<file path="config.mk">
export PLATFORM = sky130hd
export DESIGN_NAME = utf8_char_ngram_splitter_unit_flat
export DESIGN_NICKNAME = d
export VERILOG_FILES = /design/src/rtl/core/ucng_pkg.sv /design/src/rtl/core/ucng_if.sv /design/src/rtl/core/utf8_char_ngram_splitter_unit.sv /design/src/flat_wrapper.sv
export SDC_FILE = /design/constraint.sdc
export NUM_CORES = 1
export LEC_CHECK = 0
export BUFFER_PORTS_ARGS = -buffer_cell sky130_fd_sc_hd__buf_2
export CAP_MARGIN = 5
export CORE_ASPECT_RATIO = 0.5
export CORE_UTILIZATION = 65
export CTS_CLUSTER_DIAMETER = 60
export DETAILED_ROUTE_END_ITERATION = 16
export MAX_ROUTING_LAYER = met4
export PLACE_DENSITY_LB_ADDON = 0.3
export SETUP_SLACK_MARGIN = 0.4
export SYNTH_ARGS = -nofsm -noshare
export SYNTH_HDL_FRONTEND = slang
export SYNTH_SLANG_ARGS = --single-unit
</file>
<file path="constraint.sdc">
create_clock -name clk -period 9.4 [get_ports clk]
set_clock_uncertainty 0.1 [all_clocks]
set_input_delay 0.94 -clock clk [delete_from_list [all_inputs] [get_ports clk]]
set_output_delay 0.94 -clock clk [all_outputs]
set_load 0.1 [all_outputs]
</file>
<file path="src/rtl/core/ucng_pkg.sv">
// Shared constants, types and a helper function of the UTF-8 character n-gram splitter.
`timescale 1ns / 1ps

package ucng_pkg;

    // Deepest gram, and so the depth of the ring of character starts.
    localparam int MAX_GRAM_CHARS = 32;
    localparam int RING_AW        = $clog2(MAX_GRAM_CHARS);

    // Byte positions saturate here; the position counter can hold the cap itself.
    localparam int POS_CAP = 65536;
    localparam int POS_W   = $clog2(POS_CAP) + 1;

    // Field widths of the channels.
    localparam int CFG_W    = 6;
    localparam int OFF_W    = 16;
    localparam int LEN_W    = 8;
    localparam int IDX_W    = 16;
    localparam int CHARS_W  = 17;
    localparam int LEFT_W   = 2;

    localparam logic [CHARS_W-1:0] CHARS_MAX = {CHARS_W{1'b1}};
    localparam logic [IDX_W-1:0]   GRAMS_MAX = {IDX_W{1'b1}};
    localparam logic [LEN_W-1:0]   LEN_MAX   = {LEN_W{1'b1}};
    localparam logic [CFG_W-1:0]   GRAM_CHARS_RESET = 6'd3;

    typedef logic [OFF_W-1:0]   offset_t;
    typedef logic [RING_AW-1:0] ring_ptr_t;

    // Number of continuation bytes that a lead byte announces.
    function automatic logic [LEFT_W-1:0] lead_extra(input logic [7:0] b);
        logic [LEFT_W-1:0] extra;
        begin
            extra = 2'd0;
            if ((b & 8'hE0) == 8'hC0)
            begin
                extra = 2'd1;
            end
            else if ((b & 8'hF0) == 8'hE0)
            begin
                extra = 2'd2;
            end
            else if ((b & 8'hF8) == 8'hF0)
            begin
                extra = 2'd3;
            end
            return extra;
        end
    endfunction

endpackage

</file>
<file path="src/rtl/core/ucng_if.sv">
// Handshake channel interfaces of the UTF-8 character n-gram splitter.
`timescale 1ns / 1ps

interface ucng_text_if;
    logic       valid;
    logic       ready;
    logic [7:0] data_byte;
    logic       end_of_string;

    modport source (output valid, output data_byte, output end_of_string, input ready);
    modport sink   (input valid, input data_byte, input end_of_string, output ready);
endinterface

interface ucng_gram_if;
    logic                        valid;
    logic                        ready;
    logic [ucng_pkg::OFF_W-1:0]  gram_start;
    logic [ucng_pkg::LEN_W-1:0]  gram_bytes;
    logic [ucng_pkg::IDX_W-1:0]  gram_index;
    logic                        final_gram;
    logic                        overflow;

    modport source (output valid, output gram_start, output gram_bytes, output gram_index,
                    output final_gram, output overflow, input ready);
    modport sink   (input valid, input gram_start, input gram_bytes, input gram_index,
                    input final_gram, input overflow, output ready);
endinterface

interface ucng_cfg_if;
    logic                        valid;
    logic                        ready;
    logic [ucng_pkg::CFG_W-1:0]  gram_chars;

    modport source (output valid, output gram_chars, input ready);
    modport sink   (input valid, input gram_chars, output ready);
endinterface

</file>
<file path="src/rtl/core/utf8_char_ngram_splitter_unit.sv">
// Top level of the UTF-8 character n-gram splitter.
`timescale 1ns / 1ps

// Channel  Role    Word
// -------  ------  ----------------------------------------------------------
// text     sink    data_byte, end_of_string: one byte of the string
// grams    source  gram_start, gram_bytes, gram_index, final_gram, overflow
// cfg      sink    gram_chars: characters per gram, always ready
//
// One byte is taken per cycle while text.ready is high; each byte's gram, if any, appears
// in the result register in the cycle after the byte is taken. The path is a ring-index
// subtraction, a ring read and a length subtraction. A waiting result does not stop the
// next byte while the consumer takes it in the same cycle; text.ready falls only while a
// result sits unread and grams.ready is low. Reset clears all per-string state; the ring
// of character starts is not cleared and is written before it is read.

module utf8_char_ngram_splitter_unit
(
    input  logic                 clk,
    input  logic                 rst_n,
    ucng_text_if.sink            text,
    ucng_gram_if.source          grams,
    ucng_cfg_if.sink             cfg
);

    // Ring of the byte offsets of the most recent character starts.
    ucng_pkg::offset_t   ring [ucng_pkg::MAX_GRAM_CHARS];

    logic [ucng_pkg::CFG_W-1:0]   gram_chars_reg;
    ucng_pkg::ring_ptr_t          head_reg, head_next;
    logic [ucng_pkg::POS_W-1:0]   pos_reg, pos_next;
    logic [ucng_pkg::CHARS_W-1:0] chars_reg, chars_next;
    logic [ucng_pkg::LEFT_W-1:0]  left_reg, left_next;
    logic [ucng_pkg::IDX_W-1:0]   grams_reg, grams_next;
    logic                         empty_reg, empty_next;
    logic                         ovf_reg, ovf_next;

    // Result register.
    logic                         out_vld_reg, out_vld_next;
    ucng_pkg::offset_t            out_start_reg, out_start_next;
    logic [ucng_pkg::LEN_W-1:0]   out_len_reg, out_len_next;
    logic [ucng_pkg::IDX_W-1:0]   out_idx_reg, out_idx_next;
    logic                         out_final_reg, out_final_next;
    logic                         out_ovf_reg, out_ovf_next;

    logic                         accept;
    logic                         last;
    logic [ucng_pkg::CFG_W-1:0]   n_eff;
    logic                         empty_now;
    logic                         at_cap;
    ucng_pkg::offset_t            off;
    logic                         lead;
    logic [ucng_pkg::LEFT_W-1:0]  extra;
    logic                         complete;
    logic [ucng_pkg::CHARS_W-1:0] chars_inc;
    ucng_pkg::ring_ptr_t          rd_idx;
    ucng_pkg::offset_t            start;
    logic [ucng_pkg::OFF_W:0]     len_wide;
    logic [ucng_pkg::LEN_W-1:0]   len_sat;
    logic                         emit_full;
    logic                         emit_short;

    // A new byte may enter whenever the result register is free or being emptied.
    assign text.ready  = !out_vld_reg || grams.ready;
    assign accept      = text.valid && text.ready;
    assign last        = text.end_of_string;
    assign cfg.ready   = 1'b1;

    assign grams.valid      = out_vld_reg;
    assign grams.gram_start = out_start_reg;
    assign grams.gram_bytes = out_len_reg;
    assign grams.gram_index = out_idx_reg;
    assign grams.final_gram = out_final_reg;
    assign grams.overflow   = out_ovf_reg;

    always_comb
    begin
        // Out-of-range gram sizes are clamped to the usable range.
        if (gram_chars_reg == '0)
        begin
            n_eff = ucng_pkg::CFG_W'(1);
        end
        else if (gram_chars_reg > ucng_pkg::CFG_W'(ucng_pkg::MAX_GRAM_CHARS))
        begin
            n_eff = ucng_pkg::CFG_W'(ucng_pkg::MAX_GRAM_CHARS);
        end
        else
        begin
            n_eff = gram_chars_reg;
        end

        // A string that opens with a zero byte is skipped up to its last byte.
        empty_now = empty_reg || (pos_reg == '0 && text.data_byte == 8'h00);

        // Past the byte cap every byte takes the last offset.
        at_cap = (pos_reg >= ucng_pkg::POS_W'(ucng_pkg::POS_CAP));
        off    = at_cap ? ucng_pkg::offset_t'(ucng_pkg::POS_CAP - 1)
                        : pos_reg[ucng_pkg::OFF_W-1:0];

        lead  = (left_reg == '0);
        extra = lead ? ucng_pkg::lead_extra(text.data_byte) : left_reg - 2'd1;
        // The final byte always closes the current character.
        complete = (extra == '0) || last;

        head_next = lead ? head_reg + 1'b1 : head_reg;
        chars_inc = (chars_reg == ucng_pkg::CHARS_MAX) ? chars_reg : chars_reg + 1'b1;

        // Start of the oldest character in the gram. With one-character grams and a lead
        // byte, that start is the offset being written this cycle.
        rd_idx = head_next - n_eff[ucng_pkg::RING_AW-1:0];
        start  = (lead && rd_idx == head_reg) ? off : ring[rd_idx];

        len_wide = {1'b0, off} + 17'd1 - {1'b0, start};
        len_sat  = (len_wide > 17'(ucng_pkg::LEN_MAX)) ? ucng_pkg::LEN_MAX
                                                        : len_wide[ucng_pkg::LEN_W-1:0];

        emit_full  = complete && (chars_inc >= ucng_pkg::CHARS_W'(n_eff));
        emit_short = complete && !emit_full && last;

        // Default: hold state but for the advanced ring head, drain the result register if it was taken.
        head_next  = head_next;
        pos_next   = pos_reg;
        chars_next = chars_reg;
        left_next  = left_reg;
        grams_next = grams_reg;
        empty_next = empty_reg;
        ovf_next   = ovf_reg;

        out_vld_next   = out_vld_reg && !grams.ready;
        out_start_next = out_start_reg;
        out_len_next   = out_len_reg;
        out_idx_next   = out_idx_reg;
        out_final_next = out_final_reg;
        out_ovf_next   = out_ovf_reg;

        if (!accept)
        begin
            head_next = head_reg;
        end
        else if (empty_now)
        begin
            head_next  = head_reg;
            empty_next = !last;
        end
        else
        begin
            ovf_next  = ovf_reg || at_cap;
            pos_next  = at_cap ? pos_reg : pos_reg + 1'b1;
            left_next = last ? '0 : extra;
            if (complete)
            begin
                chars_next = chars_inc;
            end

            if (emit_full)
            begin
                out_vld_next   = 1'b1;
                out_start_next = start;
                out_len_next   = len_sat;
                out_idx_next   = grams_reg;
                out_final_next = last;
                out_ovf_next   = ovf_reg || at_cap;
                grams_next     = (grams_reg == ucng_pkg::GRAMS_MAX) ? grams_reg
                                                                    : grams_reg + 1'b1;
            end
            else if (emit_short)
            begin
                // A string shorter than one gram gives a single gram over all of it.
                out_vld_next   = 1'b1;
                out_start_next = '0;
                out_len_next   = (off >= ucng_pkg::offset_t'(ucng_pkg::LEN_MAX))
                                 ? ucng_pkg::LEN_MAX
                                 : ucng_pkg::LEN_W'(off + 1'b1);
                out_idx_next   = '0;
                out_final_next = 1'b1;
                out_ovf_next   = ovf_reg || at_cap;
            end

            if (last)
            begin
                pos_next   = '0;
                chars_next = '0;
                left_next  = '0;
                grams_next = '0;
                empty_next = 1'b0;
                ovf_next   = 1'b0;
            end
        end
    end

    always_ff @(posedge clk or negedge rst_n)
    begin
        if (!rst_n)
        begin
            gram_chars_reg <= ucng_pkg::GRAM_CHARS_RESET;
            head_reg       <= '0;
            pos_reg        <= '0;
            chars_reg      <= '0;
            left_reg       <= '0;
            grams_reg      <= '0;
            empty_reg      <= 1'b0;
            ovf_reg        <= 1'b0;
            out_vld_reg    <= 1'b0;
        end
        else
        begin
            if (cfg.valid && cfg.ready)
            begin
                gram_chars_reg <= cfg.gram_chars;
            end
            head_reg    <= head_next;
            pos_reg     <= pos_next;
            chars_reg   <= chars_next;
            left_reg    <= left_next;
            grams_reg   <= grams_next;
            empty_reg   <= empty_next;
            ovf_reg     <= ovf_next;
            out_vld_reg <= out_vld_next;
        end
    end

    // Result payload and the ring carry no reset.
    always_ff @(posedge clk)
    begin
        out_start_reg <= out_start_next;
        out_len_reg   <= out_len_next;
        out_idx_reg   <= out_idx_next;
        out_final_reg <= out_final_next;
        out_ovf_reg   <= out_ovf_next;
        if (accept && !empty_now && lead)
        begin
            ring[head_reg] <= off;
        end
    end

    // The last byte of a string leaves every per-string counter at zero.
    assert property (@(posedge clk) disable iff (!rst_n)
        (accept && last) |=> (pos_reg == '0 && chars_reg == '0 && grams_reg == '0
                              && left_reg == '0 && !empty_reg && !ovf_reg))
        else $error("per-string state not cleared after the last byte");

    // Continuation bytes can only be pending inside a string that has bytes.
    assert property (@(posedge clk) disable iff (!rst_n)
        (left_reg != '0) |-> (pos_reg != '0 && !empty_reg))
        else $error("continuation count pending outside a string");

    // The overflow flag is only set once the position counter sits at the cap.
    assert property (@(posedge clk) disable iff (!rst_n)
        ovf_reg |-> (pos_reg == ucng_pkg::POS_W'(ucng_pkg::POS_CAP)))
        else $error("overflow flag set below the byte cap");

    // A skipped empty string never produces a gram.
    assert property (@(posedge clk) disable iff (!rst_n)
        (accept && empty_now && !(out_vld_reg && !grams.ready)) |=> !out_vld_reg)
        else $error("gram emitted for an empty string");

endmodule
</file>
<file path="src/flat_wrapper.sv">
// flat-port wrapper written by rule: the top's interface ports become plain ports
module utf8_char_ngram_splitter_unit_flat 
  (clk, rst_n, text_valid, text_data_byte, text_end_of_string, text_ready, grams_valid, grams_gram_start, grams_gram_bytes, grams_gram_index, grams_final_gram, grams_overflow, grams_ready, cfg_valid, cfg_gram_chars, cfg_ready);
  ucng_text_if text_i ();
  ucng_gram_if grams_i ();
  ucng_cfg_if cfg_i ();
  input  logic clk;
  input  logic rst_n;
  input wire logic [$bits(text_i.valid)-1:0] text_valid;
  input wire logic [$bits(text_i.data_byte)-1:0] text_data_byte;
  input wire logic [$bits(text_i.end_of_string)-1:0] text_end_of_string;
  output wire logic [$bits(text_i.ready)-1:0] text_ready;
  output wire logic [$bits(grams_i.valid)-1:0] grams_valid;
  output wire logic [$bits(grams_i.gram_start)-1:0] grams_gram_start;
  output wire logic [$bits(grams_i.gram_bytes)-1:0] grams_gram_bytes;
  output wire logic [$bits(grams_i.gram_index)-1:0] grams_gram_index;
  output wire logic [$bits(grams_i.final_gram)-1:0] grams_final_gram;
  output wire logic [$bits(grams_i.overflow)-1:0] grams_overflow;
  input wire logic [$bits(grams_i.ready)-1:0] grams_ready;
  input wire logic [$bits(cfg_i.valid)-1:0] cfg_valid;
  input wire logic [$bits(cfg_i.gram_chars)-1:0] cfg_gram_chars;
  output wire logic [$bits(cfg_i.ready)-1:0] cfg_ready;
  assign text_i.valid = text_valid;
  assign text_i.data_byte = text_data_byte;
  assign text_i.end_of_string = text_end_of_string;
  assign text_ready = text_i.ready;
  assign grams_valid = grams_i.valid;
  assign grams_gram_start = grams_i.gram_start;
  assign grams_gram_bytes = grams_i.gram_bytes;
  assign grams_gram_index = grams_i.gram_index;
  assign grams_final_gram = grams_i.final_gram;
  assign grams_overflow = grams_i.overflow;
  assign grams_i.ready = grams_ready;
  assign cfg_i.valid = cfg_valid;
  assign cfg_i.gram_chars = cfg_gram_chars;
  assign cfg_ready = cfg_i.ready;
  utf8_char_ngram_splitter_unit u_core (.clk(clk), .rst_n(rst_n), .text(text_i), .grams(grams_i), .cfg(cfg_i));
endmodule
</file>
==> impl_metrics.xml, run 1 <==
<?xml version="1.0" encoding="UTF-8"?>
<metrics>
  <group name="outcome">
    <metric name="run_status" unit="">finished, final reports clean</metric>
  </group>
  <group name="synth">
    <metric name="synth_cells" unit="">1553</metric>
    <metric name="synth.yosys.seq_area_share" unit="">0.681</metric>
    <metric name="number_of_synthesized_flops_with_an_enable_pin" unit="">554</metric>
    <metric name="synth_fp_nets" unit="">1625</metric>
    <metric name="asyncSetResetFlopFracSynth" unit="">0.106</metric>
    <metric name="synth_largest_area_cell" unit="">sky130_fd_sc_hd__edfxtp_1</metric>
    <metric name="synth.ff_latch_count" unit="">620</metric>
    <metric name="syn_area" unit="µm²">26900</metric>
    <metric name="avgSynthCellArea" unit="µm²">17.3</metric>
    <metric name="top_cells_by_area_in_the_synthesized_netlist" unit="">sky130_fd_sc_hd__edfxtp_1, sky130_fd_sc_hd__mux4_2, sky130_fd_sc_hd__dfrtp_1</metric>
    <metric name="yosys_warnings" unit="">0</metric>
    <metric name="synth_flop_cell" unit="">sky130_fd_sc_hd__edfxtp_1</metric>
    <metric name="netlist.area_leader.share" unit="">0.619</metric>
    <metric name="synth_cell_type_count" unit="">80</metric>
  </group>
  <group name="clocking">
    <metric name="clkLatencyLatePin" unit="ns">0.62</metric>
    <metric name="cts_htree_levels" unit="">2</metric>
    <metric name="cts.path.max_buffers" unit="">3</metric>
    <metric name="cts_post_setup_buffers_inserted" unit="">0</metric>
    <metric name="clock_tree_root_driver_cell" unit="">sky130_fd_sc_hd__clkbuf_16</metric>
    <metric name="clkSlewWorstSetupHoldPaths" unit="ns">0.07</metric>
    <metric name="cts_tree" unit="">built</metric>
    <metric name="cts_inserted_buffers" unit="">51</metric>
    <metric name="ctsResizeCount" unit="">0</metric>
    <metric name="cts.hold.buffers_added" unit="">0</metric>
    <metric name="numClockSinks" unit="">620</metric>
  </group>
  <group name="sta">
    <metric name="final_max_slew_viol_count" unit="">0</metric>
    <metric name="tightestPinTransition" unit="ns">1.32</metric>
    <metric name="setup_tns" unit="ns">0</metric>
    <metric name="timing_hold_violations_final" unit="">0</metric>
    <metric name="max_clock_freq" unit="MHz">139</metric>
    <metric name="rsz0062_at_grt" unit="">no</metric>
    <metric name="period_needed" unit="ns">7.18</metric>
    <metric name="worst_slew_margin_rel" unit="">0.116</metric>
    <metric name="layout_worst_path_cycle_share" unit="">0.764</metric>
    <metric name="setup_violations" unit="">0</metric>
  </group>
  <group name="drt">
    <metric name="avgViaCountPerCell" unit="">7.13</metric>
    <metric name="via_count" unit="">15900</metric>
    <metric name="dr.pass1.iters" unit="">8</metric>
    <metric name="drc" unit="">0</metric>
    <metric name="detail-route-antenna-nets" unit="">0</metric>
    <metric name="detailedRoute.firstIterationViolations" unit="">2144</metric>
    <metric name="drt_wl_total" unit="µm">69300</metric>
    <metric name="detail_route.wl_per_cell" unit="µm">31.1</metric>
  </group>
  <group name="die">
    <metric name="die_height" unit="µm">146</metric>
    <metric name="core.rowCount" unit="">52</metric>
    <metric name="die_area" unit="µm²">42200</metric>
    <metric name="floorplan.die.width" unit="µm">290</metric>
    <metric name="initial_core_util" unit="">0.662</metric>
    <metric name="fp.coreArea" unit="µm²">40600</metric>
    <metric name="ioPinCount" unit="">65</metric>
  </group>
  <group name="setup_path">
    <metric name="arrival" unit="ns">7.38</metric>
    <metric name="setup_slack_of_the_worst_register_to_register_path" unit="ns">2.22</metric>
    <metric name="critical_path.endpoint_type" unit="">register</metric>
    <metric name="timing_worst_setup_path_type" unit="">reg2reg</metric>
    <metric name="setup.worst_path.start_class" unit="">register</metric>
    <metric name="cp_max_fo" unit="">63</metric>
    <metric name="worstPathRequired" unit="ns">9.60</metric>
  </group>
  <group name="global_routing">
    <metric name="grt_antenna_before_repair" unit="">2</metric>
    <metric name="globalRouteOverflowTotal" unit="">0</metric>
    <metric name="grt_max_degree" unit="">67</metric>
    <metric name="grt_usage" unit="">0.347</metric>
    <metric name="first_global_vias" unit="">15700</metric>
    <metric name="wire_length_of_the_first_global_routing_pass" unit="µm">103000</metric>
  </group>
  <group name="finish">
    <metric name="final_nets" unit="">1716</metric>
    <metric name="fillCellCount" unit="">2260</metric>
    <metric name="largest_reg_flops" unit="">512</metric>
    <metric name="synthToLayoutAreaGrowth" unit="%">10.3</metric>
    <metric name="drive_gt1_frac" unit="">0.234</metric>
  </group>
  <group name="place">
    <metric name="portBuffers" unit="">63</metric>
    <metric name="routabilityCongestion" unit="">0.960</metric>
    <metric name="post-dp-hpwl" unit="µm">39500</metric>
  </group>
  <group name="min_path">
    <metric name="worst_min_delay_path_category" unit="">reg2reg</metric>
  </group>
  <group name="job">
    <metric name="max_cap_viol_count" unit="">0</metric>
  </group>
</metrics>
[cells in the final DEF (no fill, tap or decap), types with 7 or more instances in the layout]
| cell type | Yosys | final |
|---|---|---|
| sky130_fd_sc_hd__a211oi_1 | 16 | 16 |
| sky130_fd_sc_hd__a21o_1 | 17 | 17 |
| sky130_fd_sc_hd__a21oi_1 | 32 | 32 |
| sky130_fd_sc_hd__a31oi_1 | 11 | 11 |
| sky130_fd_sc_hd__and2_1 | 25 | 25 |
| sky130_fd_sc_hd__and3_1 | 11 | 11 |
| sky130_fd_sc_hd__buf_2 | 32 | 63 |
| sky130_fd_sc_hd__buf_4 | 5 | 49 |
| sky130_fd_sc_hd__clkbuf_1 | 33 | 10 |
| sky130_fd_sc_hd__clkbuf_16 | 0 | 52 |
| sky130_fd_sc_hd__clkinv_1 | 0 | 11 |
| sky130_fd_sc_hd__clkinv_2 | 0 | 12 |
| sky130_fd_sc_hd__dfrtp_1 | 64 | 64 |
| sky130_fd_sc_hd__edfxtp_1 | 554 | 554 |
| sky130_fd_sc_hd__ha_1 | 50 | 49 |
| sky130_fd_sc_hd__inv_1 | 30 | 30 |
| sky130_fd_sc_hd__mux2_2 | 11 | 11 |
| sky130_fd_sc_hd__mux2i_1 | 23 | 22 |
| sky130_fd_sc_hd__mux4_2 | 158 | 158 |
| sky130_fd_sc_hd__nand2_1 | 74 | 73 |
| sky130_fd_sc_hd__nand2b_1 | 11 | 11 |
| sky130_fd_sc_hd__nand3_1 | 29 | 29 |
| sky130_fd_sc_hd__nand4_1 | 24 | 24 |
| sky130_fd_sc_hd__nor2_1 | 91 | 91 |
| sky130_fd_sc_hd__nor3_1 | 14 | 14 |
| sky130_fd_sc_hd__nor4_1 | 11 | 11 |
| sky130_fd_sc_hd__o21a_1 | 7 | 7 |
| sky130_fd_sc_hd__o21ai_0 | 42 | 42 |
| sky130_fd_sc_hd__o21ai_1 | 8 | 8 |
| sky130_fd_sc_hd__o31ai_1 | 7 | 7 |
| sky130_fd_sc_hd__or2_2 | 12 | 12 |
| sky130_fd_sc_hd__or3_1 | 9 | 9 |
| sky130_fd_sc_hd__or4_1 | 7 | 7 |
| sky130_fd_sc_hd__xnor2_1 | 16 | 16 |
| sky130_fd_sc_hd__xor2_1 | 20 | 20 |
[layer usage]
layer / global-route usage / part of all wire / wire length, µm
met1: 0.479 / 0.38 / 26200
met2: 0.532 / 0.48 / 33300
met3: 0.0790 / 0.12 / 8040
met4: 0.0906 / 0.026 / 1830
met5: - / 0 / 0
[final timing paths]
check / from / end / cells past startpoint
worst max-delay path: u_core.head_reg[0]$_DFFE_PN0P_ / u_core.grams.gram_bytes[0]$_DFFE_PP_ / 18
worst min-delay path: u_core.ovf_reg$_DFFE_PN0P_ / u_core.ovf_reg$_DFFE_PN0P_ / 2
worst max register to register: u_core.head_reg[0]$_DFFE_PN0P_ / u_core.grams.gram_bytes[0]$_DFFE_PP_ / 18
worst min register to register: u_core.ovf_reg$_DFFE_PN0P_ / u_core.ovf_reg$_DFFE_PN0P_ / 2
max in group asynchronous: rst_n / u_core.pos_reg[4]$_DFFE_PN0P_ / 2
min in group asynchronous: rst_n / u_core.chars_reg[8]$_DFFE_PN0P_ / 2
[cell usage after synthesis (6+ instances only)]
master / n
sky130_fd_sc_hd__a31oi_1: 11
sky130_fd_sc_hd__edfxtp_1: 554
sky130_fd_sc_hd__nor4_1: 11
sky130_fd_sc_hd__nand2_1: 74
sky130_fd_sc_hd__xor2_1: 20
sky130_fd_sc_hd__mux2_2: 11
sky130_fd_sc_hd__nand3_1: 29
sky130_fd_sc_hd__mux4_2: 158
sky130_fd_sc_hd__and3_1: 11
sky130_fd_sc_hd__or4_1: 7
sky130_fd_sc_hd__o21a_1: 7
sky130_fd_sc_hd__nand4_1: 24
sky130_fd_sc_hd__o21ai_1: 8
sky130_fd_sc_hd__a21o_1: 17
sky130_fd_sc_hd__dfrtp_1: 64
sky130_fd_sc_hd__and2_1: 25
sky130_fd_sc_hd__nor2_1: 91
sky130_fd_sc_hd__clkbuf_1: 33
sky130_fd_sc_hd__a32oi_1: 6
sky130_fd_sc_hd__ha_1: 50
sky130_fd_sc_hd__a21oi_1: 32
sky130_fd_sc_hd__buf_2: 32
sky130_fd_sc_hd__or3_1: 9
sky130_fd_sc_hd__mux2i_1: 23
sky130_fd_sc_hd__o31ai_1: 7
sky130_fd_sc_hd__a211oi_1: 16
sky130_fd_sc_hd__nor3_1: 14
sky130_fd_sc_hd__xnor2_1: 16
sky130_fd_sc_hd__o21ai_0: 42
sky130_fd_sc_hd__or2_2: 12
sky130_fd_sc_hd__nand2b_1: 11
sky130_fd_sc_hd__inv_1: 30
[area by class of cell]
| type | instances | area, µm² | area share |
|---|---|---|---|
| Clock buffer | 62 | 1340 | 0.0452 |
| Timing Repair Buffer | 112 | 683 | 0.0231 |
| Sequential cell | 620 | 18300 | 0.617 |
| Inverter | 30 | 113 | 0.00380 |
| Tap cell | 540 | 676 | 0.0228 |
| Antenna cell | 2 | 5.00 | 0.000169 |
| Clock inverter | 34 | 355 | 0.0120 |
| Multi-Input combinational cell | 829 | 8170 | 0.276 |
[cells by family (layout without fill, tap and decap cells)]
family	count (synthesis)	after routing	synth area share
flops	620	620	0.681
simple gates	349	349	0.0674
compound gates	196	196	0.0502
mux	192	192	0.146
buf+inv	104	238	0.0170
fa+ha+maj	52	52	0.0248
xor+xnor	39	39	0.0141
other cells	1	3	0.000140
[worst max-delay path, cell delays in order, from the launching register on]
cell,delay (ns)
sky130_fd_sc_hd__dfrtp_1,0.47
sky130_fd_sc_hd__inv_1,0.14
sky130_fd_sc_hd__ha_1,0.30
sky130_fd_sc_hd__mux2i_1,0.11
sky130_fd_sc_hd__fa_4,1.56
sky130_fd_sc_hd__buf_4,0.48
sky130_fd_sc_hd__mux4_2,0.38
sky130_fd_sc_hd__mux4_2,0.48
sky130_fd_sc_hd__mux2i_1,0.39
sky130_fd_sc_hd__a21o_1,0.22
sky130_fd_sc_hd__ha_1,0.24
sky130_fd_sc_hd__ha_1,0.39
sky130_fd_sc_hd__a211oi_1,0.41
sky130_fd_sc_hd__o21ai_0,0.18
sky130_fd_sc_hd__a221oi_1,0.26
sky130_fd_sc_hd__o21ai_0,0.14
sky130_fd_sc_hd__xnor2_1,0.15
sky130_fd_sc_hd__o221a_2,0.29
sky130_fd_sc_hd__a32oi_1,0.13
[per-stage QoR]
stage	hold WS [ns]	setup WS (ns)	cells	area, µm²	util
final	0.424	2.22	2229	29600	0.730
after global routing	0.447	1.92	2229	29600	0.730
after CTS	0.425	2.31	2227	29600	0.730
after detailed placement	0.409	2.38	2131	27900	0.688
after global placement	0.401	2.44	2131	27900	0.688
after floorplan	0.384	3.70	1553	26900	-
Power of run 1 is left out: the tool's default activity adds up to more than one toggle a clock period on the data nets, which glitch-free logic cannot reach.
==> inputs of run 2 (changes only) <==
CORE_UTILIZATION = 62   (was 65)
clock period = 7.1 ns   (was 9.4 ns; I/O delays follow)
==> run 2 against run 1 <==
  * Fmax grew 11%
  * Sequential share of layout area shrank 0.43 points
  * Worst hold slack got worse by 0.22 ns
  * Critical path depth up 3
==> impl_metrics.xml, run 2 (synthesis results as in run 1) <==
<?xml version="1.0" encoding="UTF-8"?>
<metrics>
  <group name="die">
    <metric name="initial_core_util" unit="">0.634</metric>
    <metric name="die_area" unit="µm²">44200</metric>
    <metric name="core.rowCount" unit="">53</metric>
    <metric name="die_height" unit="µm">149</metric>
    <metric name="ioPinCount" unit="">65</metric>
    <metric name="fp.coreArea" unit="µm²">42400</metric>
    <metric name="floorplan.die.width" unit="µm">296</metric>
  </group>
  <group name="sta">
    <metric name="rsz0062_at_grt" unit="">no</metric>
    <metric name="setup_tns" unit="ns">0</metric>
    <metric name="postLayoutSetupSlackWorst" unit="ns">0.602</metric>
    <metric name="timing_hold_violations_final" unit="">0</metric>
    <metric name="period_needed" unit="ns">6.50</metric>
    <metric name="max_clock_freq" unit="MHz">154</metric>
    <metric name="setup_violations" unit="">0</metric>
    <metric name="final_max_slew_viol_count" unit="">0</metric>
    <metric name="layout_worst_path_cycle_share" unit="">0.915</metric>
    <metric name="tightestPinTransition" unit="ns">1.34</metric>
    <metric name="worst_slew_margin_rel" unit="">0.110</metric>
    <metric name="hold_slack" unit="ns">0.204</metric>
  </group>
  <group name="clocking">
    <metric name="numClockSinks" unit="">620</metric>
    <metric name="clkLatencyLatePin" unit="ns">0.61</metric>
    <metric name="cts_htree_levels" unit="">2</metric>
    <metric name="cts.hold.buffers_added" unit="">0</metric>
    <metric name="cts_tree" unit="">built</metric>
    <metric name="clock_tree_root_driver_cell" unit="">sky130_fd_sc_hd__clkbuf_16</metric>
    <metric name="cts_inserted_buffers" unit="">52</metric>
    <metric name="clkSlewWorstSetupHoldPaths" unit="ns">0.06</metric>
    <metric name="cts.path.max_buffers" unit="">3</metric>
  </group>
  <group name="place">
    <metric name="portBuffers" unit="">63</metric>
    <metric name="routabilityCongestion" unit="">0.914</metric>
    <metric name="post-dp-hpwl" unit="µm">40100</metric>
    <metric name="preCtsSetupSlack" unit="ns">0.529</metric>
  </group>
  <group name="setup_path">
    <metric name="reg2reg_start" unit="">u_core.left_reg[0]$_DFFE_PN0P_</metric>
    <metric name="timing.rr.end" unit="">u_core.grams.gram_bytes[0]$_DFFE_PP_</metric>
    <metric name="reg2regPathDepth" unit="">21</metric>
    <metric name="master_of_the_slowest_instance_on_the_critical_path" unit="">sky130_fd_sc_hd__fa_4</metric>
    <metric name="setup_slack_of_the_worst_register_to_register_path" unit="ns">0.60</metric>
    <metric name="largest_incremental_delay_on_the_critical_path" unit="ns">0.99</metric>
    <metric name="setup.worst_path.start_class" unit="">register</metric>
    <metric name="timing_worst_setup_path_type" unit="">reg2reg</metric>
    <metric name="critical_path.endpoint_type" unit="">register</metric>
    <metric name="worstPathCellList" unit="">nor2_4 &gt; xnor2_1 &gt; ha_4 &gt; fa_4 &gt; buf_16 &gt; xor2_1 &gt; nand4_1 &gt; or3b_1 &gt; or2_1 &gt; buf_4 &gt; nor2_1 &gt; a21o_1 &gt; ha_1 &gt; ha_1 &gt; a211oi_2 &gt; o21ai_0 &gt; a221oi_1 &gt; o21ai_0 &gt; xnor2_1 &gt; o221a_2 &gt; a32oi_1</metric>
    <metric name="arrival" unit="ns">6.66</metric>
    <metric name="worstPathRequired" unit="ns">7.26</metric>
    <metric name="cp_max_fo" unit="">36</metric>
  </group>
  <group name="global_routing">
    <metric name="grt_antenna_before_repair" unit="">0</metric>
    <metric name="first_global_vias" unit="">15700</metric>
    <metric name="grt_usage" unit="">0.324</metric>
    <metric name="grt_max_degree" unit="">71</metric>
    <metric name="globalRouteOverflowTotal" unit="">0</metric>
    <metric name="wire_length_of_the_first_global_routing_pass" unit="µm">100000</metric>
  </group>
  <group name="job">
    <metric name="max_cap_viol_count" unit="">0</metric>
  </group>
  <group name="finish">
    <metric name="synthToLayoutAreaGrowth" unit="%">11.1</metric>
    <metric name="final_nets" unit="">1720</metric>
    <metric name="utilization" unit="">0.704</metric>
    <metric name="multi_input_comb_area" unit="µm²">8200</metric>
    <metric name="most_used_cells_in_the_layout_excluding_fill_and_tap_cells" unit="">sky130_fd_sc_hd__edfxtp_1, sky130_fd_sc_hd__mux4_2, sky130_fd_sc_hd__nor2_1</metric>
    <metric name="ff_latch_area" unit="µm²">18300</metric>
    <metric name="fillCellCount" unit="">2494</metric>
    <metric name="antennaDiodeCount" unit="">0</metric>
    <metric name="mostFrequentLayoutCell" unit="">sky130_fd_sc_hd__edfxtp_1</metric>
    <metric name="drive_gt1_frac" unit="">0.239</metric>
    <metric name="largest_reg_flops" unit="">512</metric>
  </group>
  <group name="drt">
    <metric name="drt_wl_total" unit="µm">69100</metric>
    <metric name="drc" unit="">0</metric>
    <metric name="detail-route-antenna-nets" unit="">0</metric>
    <metric name="detail_route.wl_per_cell" unit="µm">30.5</metric>
    <metric name="detailedRoute.firstIterationViolations" unit="">2098</metric>
    <metric name="dr.pass1.iters" unit="">6</metric>
    <metric name="avgViaCountPerCell" unit="">6.95</metric>
    <metric name="via_count" unit="">15700</metric>
  </group>
  <group name="min_path">
    <metric name="worst_min_delay_path_category" unit="">in2async</metric>
  </group>
  <group name="outcome">
    <metric name="run_status" unit="">finished, final reports clean</metric>
  </group>
</metrics>
## run 2: changes by cell type in the layout (fill, tap and decap cells not counted), moves of 3 or more
cell                        before  now
sky130_fd_sc_hd__clkinv_2       12    8
sky130_fd_sc_hd__buf_12          0    3
sky130_fd_sc_hd__clkbuf_1       10   17
sky130_fd_sc_hd__buf_4          49   43
sky130_fd_sc_hd__clkbuf_16      52   56
sky130_fd_sc_hd__nor2_1         91   88
sky130_fd_sc_hd__clkinv_1       11    5
## run 2: worst max path at each step
| stage | from | end | slack (ns) | cells past startpoint |
|---|---|---|---|---|
| after floorplan | u_core.left_reg[1]$_DFFE_PN0P_ | u_core.grams.gram_bytes[0]$_DFFE_PP_ | 1.40 | 19 |
| after global placement | u_core.left_reg[1]$_DFFE_PN0P_ | u_core.grams.gram_bytes[0]$_DFFE_PP_ | 0.75 | 18 |
| after detailed placement | u_core.head_reg[0]$_DFFE_PN0P_ | u_core.grams.gram_bytes[0]$_DFFE_PP_ | 0.53 | 22 |
| after CTS | u_core.head_reg[0]$_DFFE_PN0P_ | u_core.grams.gram_bytes[0]$_DFFE_PP_ | 0.46 | 22 |
| after global routing | u_core.left_reg[0]$_DFFE_PN0P_ | u_core.grams.gram_bytes[0]$_DFFE_PP_ | 0.36 | 21 |
| final | u_core.left_reg[0]$_DFFE_PN0P_ | u_core.grams.gram_bytes[0]$_DFFE_PP_ | 0.60 | 21 |
## run 2: repair_timing
action	CTS	global route
endpoints found under the setup margin	0	8
buffers inserted	0	2
gates resized for setup	0	14
## run 2: cell type report
type	instances	area share
tap	577	0.0242
multi-input combinational	829	0.275
clock inverter	23	0.00847
inverter	30	0.00377
clock buffer	72	0.0479
timing repair buffer	115	0.0278
sequential	620	0.613
## run 2: routing by layer
metal,up-vias,global-route usage,share of wire
li1,6445,-,-
met1,8026,0.434,0.39
met2,1104,0.518,0.48
met3,167,0.0611,0.10
met4,0,0.0902,0.027
met5,-,-,0
## run 2: worst max-delay path, delay by kind of cell, from the launching register on
family                   cells  cell delay, ns
buffers and inverters        2            0.52
adder cells (fa/ha/maj)      4            1.83
AO/OA/AOI/OAI                7            1.51
AND/OR/NAND/NOR              5            1.23
flip-flops                   1            0.45
XOR/XNOR                     3            0.50
## run 2: metrics by stage
stage                     instance area (µm²)  cells
after floorplan                         26900   1553
after global placement                  28000   2167
after detailed placement                28000   2167
after CTS                               29700   2262
after global routing                    29800   2266
final                                   29800   2266
Power of run 2 is left out for the same reason.
==> inputs of run 3 (changes only) <==
CELL_PAD_IN_SITES_DETAIL_PLACEMENT = 0   (was default)
CELL_PAD_IN_SITES_GLOBAL_PLACEMENT = 1   (was default)
CORE_UTILIZATION = 54   (was 62)
==> run 3 against run 2 <==
  * Flip-flop and latch count is the same
  * Non-clock buffer count is 3 lower
  * Worst hold slack improved by 0.0084 ns
  * Clock-buffer cell count fell by 15
  * Fmax up 2.1%
  * Critical endpoint unchanged
  * Cell area up 0.33%
  * Die area is 15% higher
  * Setup slack gained 0.14 ns
  * Cell count up 3.2%
==> impl_metrics.xml, run 3 (synthesis results as in run 1) <==
<?xml version="1.0" encoding="UTF-8"?>
<metrics>
  <group name="setup_path">
    <metric name="setup.worst_path.start_class" unit="">register</metric>
    <metric name="worstPathRequired" unit="ns">7.29</metric>
    <metric name="largest_incremental_delay_on_the_critical_path" unit="ns">0.89</metric>
    <metric name="arrival" unit="ns">6.55</metric>
    <metric name="timing.critical_path.from" unit="">u_core.head_reg[1]$_DFFE_PN0P_</metric>
    <metric name="critical_path.endpoint" unit="">u_core.grams.gram_bytes[0]$_DFFE_PP_</metric>
    <metric name="cp_max_fo" unit="">83</metric>
    <metric name="critical_path.endpoint_type" unit="">register</metric>
    <metric name="worstPathCellList" unit="">inv_1 &gt; ha_1 &gt; mux2i_2 &gt; fa_4 &gt; buf_12 &gt; mux4_2 &gt; mux4_2 &gt; mux2i_2 &gt; a21o_1 &gt; ha_1 &gt; ha_1 &gt; a211oi_1 &gt; o21ai_0 &gt; a221oi_1 &gt; o21ai_0 &gt; xnor2_1 &gt; o221a_2 &gt; a32oi_1</metric>
    <metric name="timing_worst_setup_path_type" unit="">reg2reg</metric>
    <metric name="reg2regPathDepth" unit="">18</metric>
    <metric name="master_of_the_slowest_instance_on_the_critical_path" unit="">sky130_fd_sc_hd__fa_4</metric>
    <metric name="critical-path-top-cell-by-count" unit="">sky130_fd_sc_hd__ha_1</metric>
    <metric name="setup_slack_of_the_worst_register_to_register_path" unit="ns">0.74</metric>
    <metric name="timing.rr.end" unit="">u_core.grams.gram_bytes[0]$_DFFE_PP_</metric>
    <metric name="reg2reg_start" unit="">u_core.head_reg[1]$_DFFE_PN0P_</metric>
  </group>
  <group name="clocking">
    <metric name="cts.path.max_buffers" unit="">3</metric>
    <metric name="cts_htree_levels" unit="">2</metric>
    <metric name="cts_post_setup_buffers_inserted" unit="">0</metric>
    <metric name="cts_tree" unit="">built</metric>
    <metric name="clkSlewWorstSetupHoldPaths" unit="ns">0.07</metric>
    <metric name="numClockSinks" unit="">620</metric>
    <metric name="clock_tree_root_driver_cell" unit="">sky130_fd_sc_hd__clkbuf_16</metric>
    <metric name="clkLatencyLatePin" unit="ns">0.61</metric>
    <metric name="cts_inserted_buffers" unit="">52</metric>
  </group>
  <group name="die">
    <metric name="core.rowCount" unit="">57</metric>
    <metric name="die_height" unit="µm">160</metric>
    <metric name="floorplan.die.width" unit="µm">317</metric>
    <metric name="initial_core_util" unit="">0.551</metric>
    <metric name="ioPinCount" unit="">65</metric>
    <metric name="die_area" unit="µm²">50700</metric>
    <metric name="fp.coreArea" unit="µm²">48800</metric>
  </group>
  <group name="place">
    <metric name="routabilityCongestion" unit="">0.897</metric>
    <metric name="portBuffers" unit="">63</metric>
    <metric name="post-dp-hpwl" unit="µm">37700</metric>
    <metric name="place.detailed.instances" unit="">2240</metric>
    <metric name="placedInstanceArea" unit="µm²">28100</metric>
  </group>
  <group name="sta">
    <metric name="setup_violations" unit="">0</metric>
    <metric name="max_clock_freq" unit="MHz">157</metric>
    <metric name="period_needed" unit="ns">6.36</metric>
    <metric name="final_max_slew_viol_count" unit="">0</metric>
    <metric name="timing_hold_violations_final" unit="">0</metric>
    <metric name="tightestPinTransition" unit="ns">1.24</metric>
    <metric name="layout_worst_path_cycle_share" unit="">0.896</metric>
    <metric name="setup_tns" unit="ns">0</metric>
    <metric name="worst_slew_margin_rel" unit="">0.168</metric>
    <metric name="hold_slack" unit="ns">0.212</metric>
    <metric name="rsz0062_at_grt" unit="">no</metric>
  </group>
  <group name="drt">
    <metric name="drt_wl_total" unit="µm">61800</metric>
    <metric name="detail_route.wl_per_cell" unit="µm">26.4</metric>
    <metric name="drc" unit="">0</metric>
    <metric name="detail-route-antenna-nets" unit="">0</metric>
    <metric name="dr.pass1.iters" unit="">5</metric>
    <metric name="via_count" unit="">14900</metric>
    <metric name="avgViaCountPerCell" unit="">6.38</metric>
    <metric name="detailedRoute.firstIterationViolations" unit="">1800</metric>
  </group>
  <group name="global_routing">
    <metric name="grt_usage" unit="">0.257</metric>
    <metric name="grt_max_degree" unit="">84</metric>
    <metric name="wire_length_of_the_first_global_routing_pass" unit="µm">94100</metric>
    <metric name="first_global_vias" unit="">14900</metric>
    <metric name="grt_antenna_before_repair" unit="">0</metric>
    <metric name="globalRouteOverflowTotal" unit="">0</metric>
  </group>
  <group name="outcome">
    <metric name="run_status" unit="">finished, final reports clean</metric>
  </group>
  <group name="finish">
    <metric name="final_nets" unit="">1717</metric>
    <metric name="fillCellCount" unit="">3430</metric>
    <metric name="drive_gt1_frac" unit="">0.241</metric>
    <metric name="post_layout_nonfiller_instances" unit="">2339</metric>
    <metric name="finalInstanceArea" unit="µm²">29900</metric>
    <metric name="mostFrequentLayoutCell" unit="">sky130_fd_sc_hd__edfxtp_1</metric>
    <metric name="synthToLayoutAreaGrowth" unit="%">11.4</metric>
    <metric name="most_used_cells_in_the_layout_excluding_fill_and_tap_cells" unit="">sky130_fd_sc_hd__edfxtp_1, sky130_fd_sc_hd__mux4_2, sky130_fd_sc_hd__nor2_1</metric>
    <metric name="largest_reg_flops" unit="">512</metric>
  </group>
  <group name="min_path">
    <metric name="worst_min_delay_path_category" unit="">in2async</metric>
  </group>
  <group name="job">
    <metric name="max_cap_viol_count" unit="">0</metric>
  </group>
</metrics>
[run 3: changes by cell type in the layout (fill, tap and decap cells not counted), sizes merged]
cell,before,now
buf,113,112
bufinv,4,6
inv,34,30
clkbuf,74,57
clkinv,14,26
diode,0,2
clkinvlp,1,8
[run 3: worst min path at each step]
stage,from,end,depth (start not counted)
6_report,rst_n,u_core.grams_reg[6]$_DFFE_PN0P_,2
5_1_grt,cfg_gram_chars[5],u_core.gram_chars_reg[5]$_DFFE_PN0P_,3
4_1_cts,cfg_gram_chars[5],u_core.gram_chars_reg[5]$_DFFE_PN0P_,3
3_5_place_dp,u_core.gram_chars_reg[3]$_DFFE_PN0P_,u_core.gram_chars_reg[3]$_DFFE_PN0P_,1
3_3_place_gp,u_core.ovf_reg$_DFFE_PN0P_,u_core.ovf_reg$_DFFE_PN0P_,2
2_1_floorplan,rst_n,u_core.chars_reg[0]$_DFFE_PN0P_,0
[run 3: timing repair]
action | CTS | global route
endpoints found under the setup margin | 0 | 8
resized for setup | 0 | 9
hold buffers | 0 | 0
[run 3: layout make-up]
cell class | instances | area (µm²) | share of cell area
antenna | 2 | 5.00 | 0.000167
clock buffer | 57 | 1340 | 0.0448
clock inverter | 40 | 418 | 0.0140
inverter | 30 | 113 | 0.00376
multi-input combinational | 829 | 8200 | 0.274
sequential | 620 | 18300 | 0.611
tap | 649 | 812 | 0.0271
timing repair buffer | 112 | 758 | 0.0253
[run 3: through the flow]
stage / utilization / setup WS [ns]
CTS: 0.613 / 0.585
finish: 0.614 / 0.738
detailed placement: 0.577 / 0.616
global placement: 0.577 / 0.743
global route: 0.614 / 0.429
floorplan: - / 1.40
[run 3: per-layer routing]
metal / vias to the layer above / share of wire / global-route usage
met2: 605 / 0.48 / 0.402
met1: 7804 / 0.43 / 0.366
met3: 64 / 0.077 / 0.0389
met4: 0 / 0.012 / 0.0452
li1: 6447 / - / -
met5: - / 0 / -
[run 3: critical path, delay by kind of cell (launching register included)]
kind | cells | cell delay, ns
AO/OA/AOI/OAI | 7 | 1.57
XOR/XNOR | 1 | 0.18
adder cells (fa/ha/maj) | 4 | 1.81
buffers and inverters | 2 | 0.54
flip-flops | 1 | 0.47
multiplexers | 4 | 1.29
Power of run 3 is left out for the same reason.
